==> src/mi3_pkg.sv <==
// Shared types and constants for the 3x3 matrix inverse core.
`timescale 1ns / 1ps
`default_nettype none
package mi3_pkg;

  localparam int unsigned Dim   = 3;
  localparam int unsigned Lanes = Dim * Dim;
  localparam int unsigned InW   = 16;
  localparam int unsigned OutW  = 32;
  localparam int unsigned ProdW = 2 * InW;        // entry x entry
  localparam int unsigned CofW  = ProdW + 1;      // difference of two products
  localparam int unsigned PartW = InW + CofW;     // entry x cofactor
  localparam int unsigned DetW  = PartW + 2;      // sum of three partials
  localparam int unsigned MagW  = CofW - 1;       // cofactor magnitude
  localparam int unsigned DabsW = DetW - 2;       // determinant magnitude
  localparam int unsigned DenW  = DabsW + 1;      // 2 * |det|
  localparam int unsigned FracSh = 24;
  localparam int unsigned NumW  = MagW + FracSh + 2; // 2*|cof|*2^24 + |det|
  localparam int unsigned QuoW  = OutW + 1;       // quotient bits below overflow
  localparam int unsigned QCntW = 2;

  localparam logic [OutW-1:0] SatMax = {1'b0, {(OutW-1){1'b1}}};
  localparam logic [OutW-1:0] SatMin = {1'b1, {(OutW-1){1'b0}}};

  typedef struct packed {
    logic [Lanes-1:0][NumW-1:0] num;
    logic [Lanes-1:0]           neg;
    logic [DenW-1:0]            den;
    logic                       sing;
  } mi3_job_t;

  typedef struct packed {
    logic push;
    logic full;
  } mi3_qctl_t;

endpackage
`default_nettype wire

==> src/mi3_queue.sv <==
// Two-entry job queue between the front pipeline and the divider.
`timescale 1ns / 1ps
`default_nettype none
module mi3_queue (
  input  wire                       clk_i,
  input  wire                       rst_ni,
  input  wire                       push_i,
  input  wire  mi3_pkg::mi3_job_t   push_data_i,
  input  wire                       pop_i,
  output mi3_pkg::mi3_qctl_t        qctl_o,
  output logic                      not_empty_o,
  output mi3_pkg::mi3_job_t         head_o
);

  mi3_pkg::mi3_job_t           mem_q [2];
  logic                        wr_ptr_q, rd_ptr_q;
  logic [mi3_pkg::QCntW-1:0]   cnt_q, cnt_d;
  logic                        full;

  assign full        = (cnt_q == mi3_pkg::QCntW'(2));
  assign not_empty_o = (cnt_q != '0);
  assign qctl_o.full = full;
  assign qctl_o.push = !full;
  assign head_o      = mem_q[rd_ptr_q];

  always_comb begin
    cnt_d = cnt_q;
    if (push_i && !pop_i) cnt_d = cnt_q + 1'b1;
    if (!push_i && pop_i) cnt_d = cnt_q - 1'b1;
  end

  always_ff @(posedge clk_i or negedge rst_ni) begin
    if (!rst_ni) begin
      wr_ptr_q <= 1'b0;
      rd_ptr_q <= 1'b0;
      cnt_q    <= '0;
    end else begin
      cnt_q <= cnt_d;
      if (push_i) wr_ptr_q <= !wr_ptr_q;
      if (pop_i)  rd_ptr_q <= !rd_ptr_q;
    end
  end

  always_ff @(posedge clk_i) begin
    if (push_i) mem_q[wr_ptr_q] <= push_data_i;
  end

endmodule
`default_nettype wire

==> config.mk <==
export PLATFORM = sky130hd
export DESIGN_NAME = mi3_queue
export DESIGN_NICKNAME = d
export VERILOG_FILES = /design/src/mi3_pkg.sv /design/src/mi3_queue.sv
export SDC_FILE = /design/constraint.sdc
export NUM_CORES = 1
export LEC_CHECK = 0
export ABC_AREA = 1
export BUFFER_PORTS_ARGS = -buffer_cell sky130_fd_sc_hd__buf_4
export CAP_MARGIN = 20
export CORE_AREA = 2 2 460 462
export CTS_CLUSTER_DIAMETER = 120
export DETAILED_ROUTE_END_ITERATION = 16
export DIE_AREA = 0 0 462 464
export PLACE_DENSITY = 0.38
export SYNTH_ARGS = -nofsm -noshare
export SYNTH_HDL_FRONTEND = slang
export SYNTH_SLANG_ARGS = --single-unit
export TNS_END_PERCENT = 5
==> constraint.sdc <==
create_clock -name clk_i -period 53.3 [get_ports clk_i]
set_input_delay 5.33 -clock clk_i [delete_from_list [all_inputs] [get_ports clk_i]]
set_output_delay 5.33 -clock clk_i [all_outputs]
set_load 0.005 [all_outputs]
==> results.toml, run 1 <==
[outcome]
status = "finished clean"

[critical_path]
rr_worst_depth = 6
crit_path_start_kind = "flip-flop"
regToRegSetupSlack_ns = 48.49
rr_startpoint = "wr_ptr_q"
crit_arrival_ns = 4.83
critPathCaptureType = "output port"
rr_endpoint = "mem_q[1][284]"
worstPathMaxFanout = 219
worstSetupPathType = "flip-flop to output port"
required_ns = 47.97

[hold_path]
hold_start = "cnt_q[1]"
hp-class = "flip-flop to flip-flop"
min_to = "cnt_q[1]"
whs_path_depth = 2

[pwr]
power_mw = 3.18
peakVddDrop_mv = 0.0492
leakagePower_nw = 24.2
power_density_nw_per_um2 = 53.5

[logic_synthesis]
yosysUniqueCellTypes = 17
synth-xor-area-share_pct = 0.0604
synthSimpleGateAreaFrac_pct = 5.12
synth_compound_area_share_pct = 6.70
synth_adder_area_share_pct = 0.0288
synth_edf_count = 1164
async_flop_share_pct = 0.342
synth_nets = 3653
synth-seq-cells = 1168
synth_area_per_cell_sq_um = 14.2
synth_warnings = 0
seq_area_frac_synth_pct = 80.6
synth_mux_area_share_pct = 0
synthFlopType = "edfxtp_1"
synth_top_family_by_area = "buffers and inverters"
syn_area_sq_um = 43500
synthCells = 3066

[clocking]
cts_sinks = 1168
cts_made_buffers = 142
cts_resized = 0
cts-hold-fix-buffers = 0
cts_root_buf = "clkbuf_16"
cts_setup_buffers = 0
cts_tree = "done"
path_clk_slew_ns = 0.05
htree_levels = 4
clk-insertion-delay-late_ns = 0.77
cts_buffer_depth = 3

[detailed_routing]
ant_nets = 0
drc_errors = 0
vias_per_cell = 3.66
vias = 26374
wl_per_cell_microns = 20.4
routed_wirelength_mm = 147
drt-initial-drc-count = 1542
first_pass_iters = 5

[sta]
hold_viol = 0
tightest_slew_ns = 1.14
setup_tns_ns = 0
post-route-period-util_pct = 19.1
max_freq_ghz = 0.0984
finalMaxSlewViolations = 0
setup_viol = 0
skew_ns = 0.0210
rsz0062_at_grt = "false"
fin_crit_ns = 10.16
slew-limit-headroom_pct = 24.3

[cells_and_area]
nets = 4860
final_common_cell = "buf_4"
finalInstanceArea_sq_um = 59500
layout_common_cells = "buf_4, edfxtp_1, nand2_1, inv_1, o21ai_1"
drive_gt1_share_pct = 31.4
syn_to_final_growth_pct = 36.7

[global_route]
grt_max_degree = 239
overflow = 0
antenna_found_initial = 68
grt_use_total_pct = 13.2
grt_pass1_wl_mm = 198
grt_pass1_vias = 25503

[placed_design]
placed_area_sq_um = 55000
port_buffers = 1170
gp_congestion = 0.814
place_hpwl_mm = 108

[floorplanning]
pin_count = 1171
die_h_microns = 464
row_count = 168
start_util_pct = 20.8
dieWidth_microns = 462
die-area_sq_um = 214000
coreArea_sq_um = 209000

[flow_run]
max_cap_viol_count = 0
==> final cells by class <==
type / instances / area [sq um]
Fill cell: 21455 / 150000
Tap cell: 2805 / 3510
Clock buffer: 198 / 3910
Inverter: 589 / 2220
Multi-Input combinational cell: 1178 / 5180
Antenna cell: 14 / 35.0
Sequential cell: 1168 / 35100
Timing Repair Buffer: 1194 / 9040
Clock inverter: 52 / 507
==> Yosys cell counts (2+ instances only) <==
cell / count / share of area [%]
edfxtp_1: 1164 / 80
inv_1: 589 / 5.1
nand2_1: 588 / 5.1
o21ai_1: 301 / 3.5
o21ai_0: 281 / 3.2
buf_6: 52 / 1.3
buf_4: 35 / 0.60
clkbuf_1: 27 / 0.23
buf_2: 16 / 0.18
dfrtp_1: 4 / 0.23
nor2_1: 2 / 0.017
xor2_1: 2 / 0.040
==> critical path: stages (launching register included) <==
cell and delay (ns):
dfrtp_4 0.87, buf_12 0.58, buf_12 0.51, buf_4 0.79, o21ai_1 0.34, buf_4 0.23
==> sequential cells by signal, summed over array words and instances (netlist names) <==
| register | cells |
|---|---|
| cnt_q | 2 |
| mem_q | 1164 |
| rd_ptr_q | 1 |
| wr_ptr_q | 1 |
==> where the power goes <==
part	total [mW]	internal, mW	switching [mW]
Sequential	1.26	1.22	0.0399
Combinational	1.00	0.396	0.606
Clock	0.922	0.542	0.381
Total	3.18	2.16	1.03
==> through the flow <==
step	hold slack, ns	instances	worst slack [ns]	utilization (%)
2_1_floorplan	0.442	3066	22.01	-
4_1_cts	0.482	7184	42.99	28.4
6_report	0.473	7198	43.14	28.4
3_5_place_dp	0.464	6934	43.43	26.3
5_1_grt	0.494	7191	42.72	28.4
3_3_place_gp	0.461	6934	43.41	26.3
==> how the worst max path moves through the flow <==
stage	startpoint	to
after detailed placement	push_i	mem_q[1][322]
after global routing	rd_ptr_q	head_o[364]
after CTS	rd_ptr_q	head_o[561]
final	rd_ptr_q	head_o[364]
after global placement	push_i	mem_q[1][323]
after floorplan	push_i	mem_q[0][0]
==> kinds of logic after synthesis <==
family / Yosys count
AO/OA/AOI/OAI: 582
XOR/XNOR: 3
AND/OR/NAND/NOR: 592
flip-flops: 1168
adder cells (fa/ha/maj): 1
buffers and inverters: 720
==> metal layers <==
layer,share of wire [%],vias to the layer above,routed length [microns],track usage [%]
li1,-,12839,-,-
met1,35,12213,52000,13.5
met2,48,954,69900,21.7
met3,13,288,19800,8.24
met4,3.3,80,4800,5.06
met5,0.35,-,520,0
Power figures use the tool's default switching activity.
==> run 2, diff against run 1 <==
Settings changed: CORE_AREA 2 2 460 462 to 2 2 454 456, DIE_AREA 0 0 462 464 to 0 0 456 458.
Clock period 53.3 ns to 9.6 ns, I/O delays scaled along.
==> results.toml, run 2 (synthesis results as in run 1) <==
[detailed_routing]
drc_errors = 0
vias_per_cell = 3.76
wl_per_cell_microns = 21.6
ant_nets = 0
first_pass_iters = 5
vias = 26645
drt-initial-drc-count = 1587
routed_wirelength_mm = 153

[sta]
setup_tns_ns = 0
finalMaxSlewViolations = 0
slew-limit-headroom_pct = 28.1
post-route-period-util_pct = 49.7
fin_ws_ns = 4.83
whs_ns = 0.351
fin_crit_ns = 4.77
rsz0062_at_grt = "false"
skew_ns = 0.0271
max_freq_ghz = 0.209
tightest_slew_ns = 1.08
hold_viol = 0
setup_viol = 0

[placed_design]
post-place-cells = 6817
place_hpwl_mm = 113
placed_area_sq_um = 55000
gp_congestion = 0.827
port_buffers = 1170
pre_cts_ws_ns = 5.49

[cells_and_area]
reg_top3 = "mem_q: 1164 flops, cnt_q: 2 flops"
nets = 4862
layout_common_cells = "buf_4, edfxtp_1, nand2_1, inv_1, o21ai_1"
fin_cells = 7083
final_common_cell = "buf_4"
post-route-util_pct = 29.2
finalInstanceArea_sq_um = 59500
syn_to_final_growth_pct = 36.7
regMostFlops = "mem_q"
largest_register_ffs = 1164
drive_gt1_share_pct = 31.7

[global_route]
grt_pass1_vias = 25815
overflow = 0
grt_pass1_wl_mm = 207
grt_max_degree = 198
grt_use_total_pct = 14.2
antenna_found_initial = 61

[critical_path]
path_common_cell = "buf_4"
crit_path_start_kind = "flip-flop"
worstPathBufferInverterCount = 3
rr_startpoint = "wr_ptr_q"
critPathCaptureType = "output port"
crit_chain = "buf_12 > buf_4 > o21ai_0 > buf_4"
cp_top_family = "buffers and inverters"
required_ns = 8.64
cp_slowest_cell = "buf_4"
worstPathMaxFanout = 179
max_stage_delay_ns = 0.77
crit_arrival_ns = 3.81
worstSetupPathType = "flip-flop to output port"
crit_start = "rd_ptr_q"

[clocking]
htree_levels = 4
cts_made_buffers = 143
cts_resized = 0
cts_tree = "done"
cts_buffer_depth = 3
clk-insertion-delay-late_ns = 0.78
path_clk_slew_ns = 0.06
cts_root_buf = "clkbuf_16"
cts_sinks = 1168

[floorplanning]
coreArea_sq_um = 204000
row_count = 166
die-area_sq_um = 209000
pin_count = 1171
dieWidth_microns = 456
die_h_microns = 458
start_util_pct = 21.3

[hold_path]
hp-class = "input pin to flip-flop"
hold_start = "push_data_i[441]"

[pwr]
peakVddDrop_mv = 0.238
power_mw = 17.8
leakagePower_nw = 24.2
power_density_nw_per_um2 = 299

[flow_run]
max_cap_viol_count = 0

[outcome]
status = "finished clean"
[run 2: cell types whose count changed in the layout (fill, tap and decap cells not counted), moves of 2 or more]
cell / previous run / this run
clkbuf_1: 49 / 36
clkinv_2: 10 / 22
buf_12: 6 / 13
buf_4: 1188 / 1181
diode_2: 14 / 8
clkinv_1: 24 / 29
inv_6: 2 / 6
clkinvlp_4: 2 / 4
[run 2: per-layer routing]
layer / vias up / GRT usage [%] / share of wire [%]
li1: 12839 / - / -
met1: 12708 / 15.2 / 37
met2: 800 / 25.7 / 53
met3: 248 / 5.72 / 8.3
met4: 50 / 3.85 / 2.1
met5: - / 0 / 0.23
[run 2: final cells by class]
cell class | instances | area (sq um)
fill | 20849 | 144000
sequential | 1168 | 35100
clock buffer | 185 | 3860
antenna | 8 | 20.0
timing repair buffer | 1195 | 9140
clock inverter | 72 | 584
inverter | 589 | 2230
tap | 2688 | 3360
multi-input combinational | 1178 | 5200
[run 2: final timing paths]
kind | end | slack [ns] | cells past startpoint
max reg2reg | mem_q[1][334] | 6.46 | 4
max in group asynchronous | rd_ptr_q | 8.84 | 2
max | head_o[559] | 4.83 | 4
min | mem_q[0][441] | 0.35 | 1
min in group asynchronous | wr_ptr_q | 0.59 | 2
min reg2reg | cnt_q[1] | 0.47 | 2
[run 2: where the power goes]
group / total (mW) / switching, mW / internal [mW]
sequential: 6.99 / 0.218 / 6.77
combinational: 5.66 / 3.43 / 2.22
clock: 5.14 / 2.16 / 2.98
[run 2: what timing repair did]
action | 4_1_cts | 5_1_grt
endpoints found under the setup margin | 0 | 0
buffers inserted | 0 | 0
hold endpoints to repair | 4 | 0
hold buffers | 1 | 0
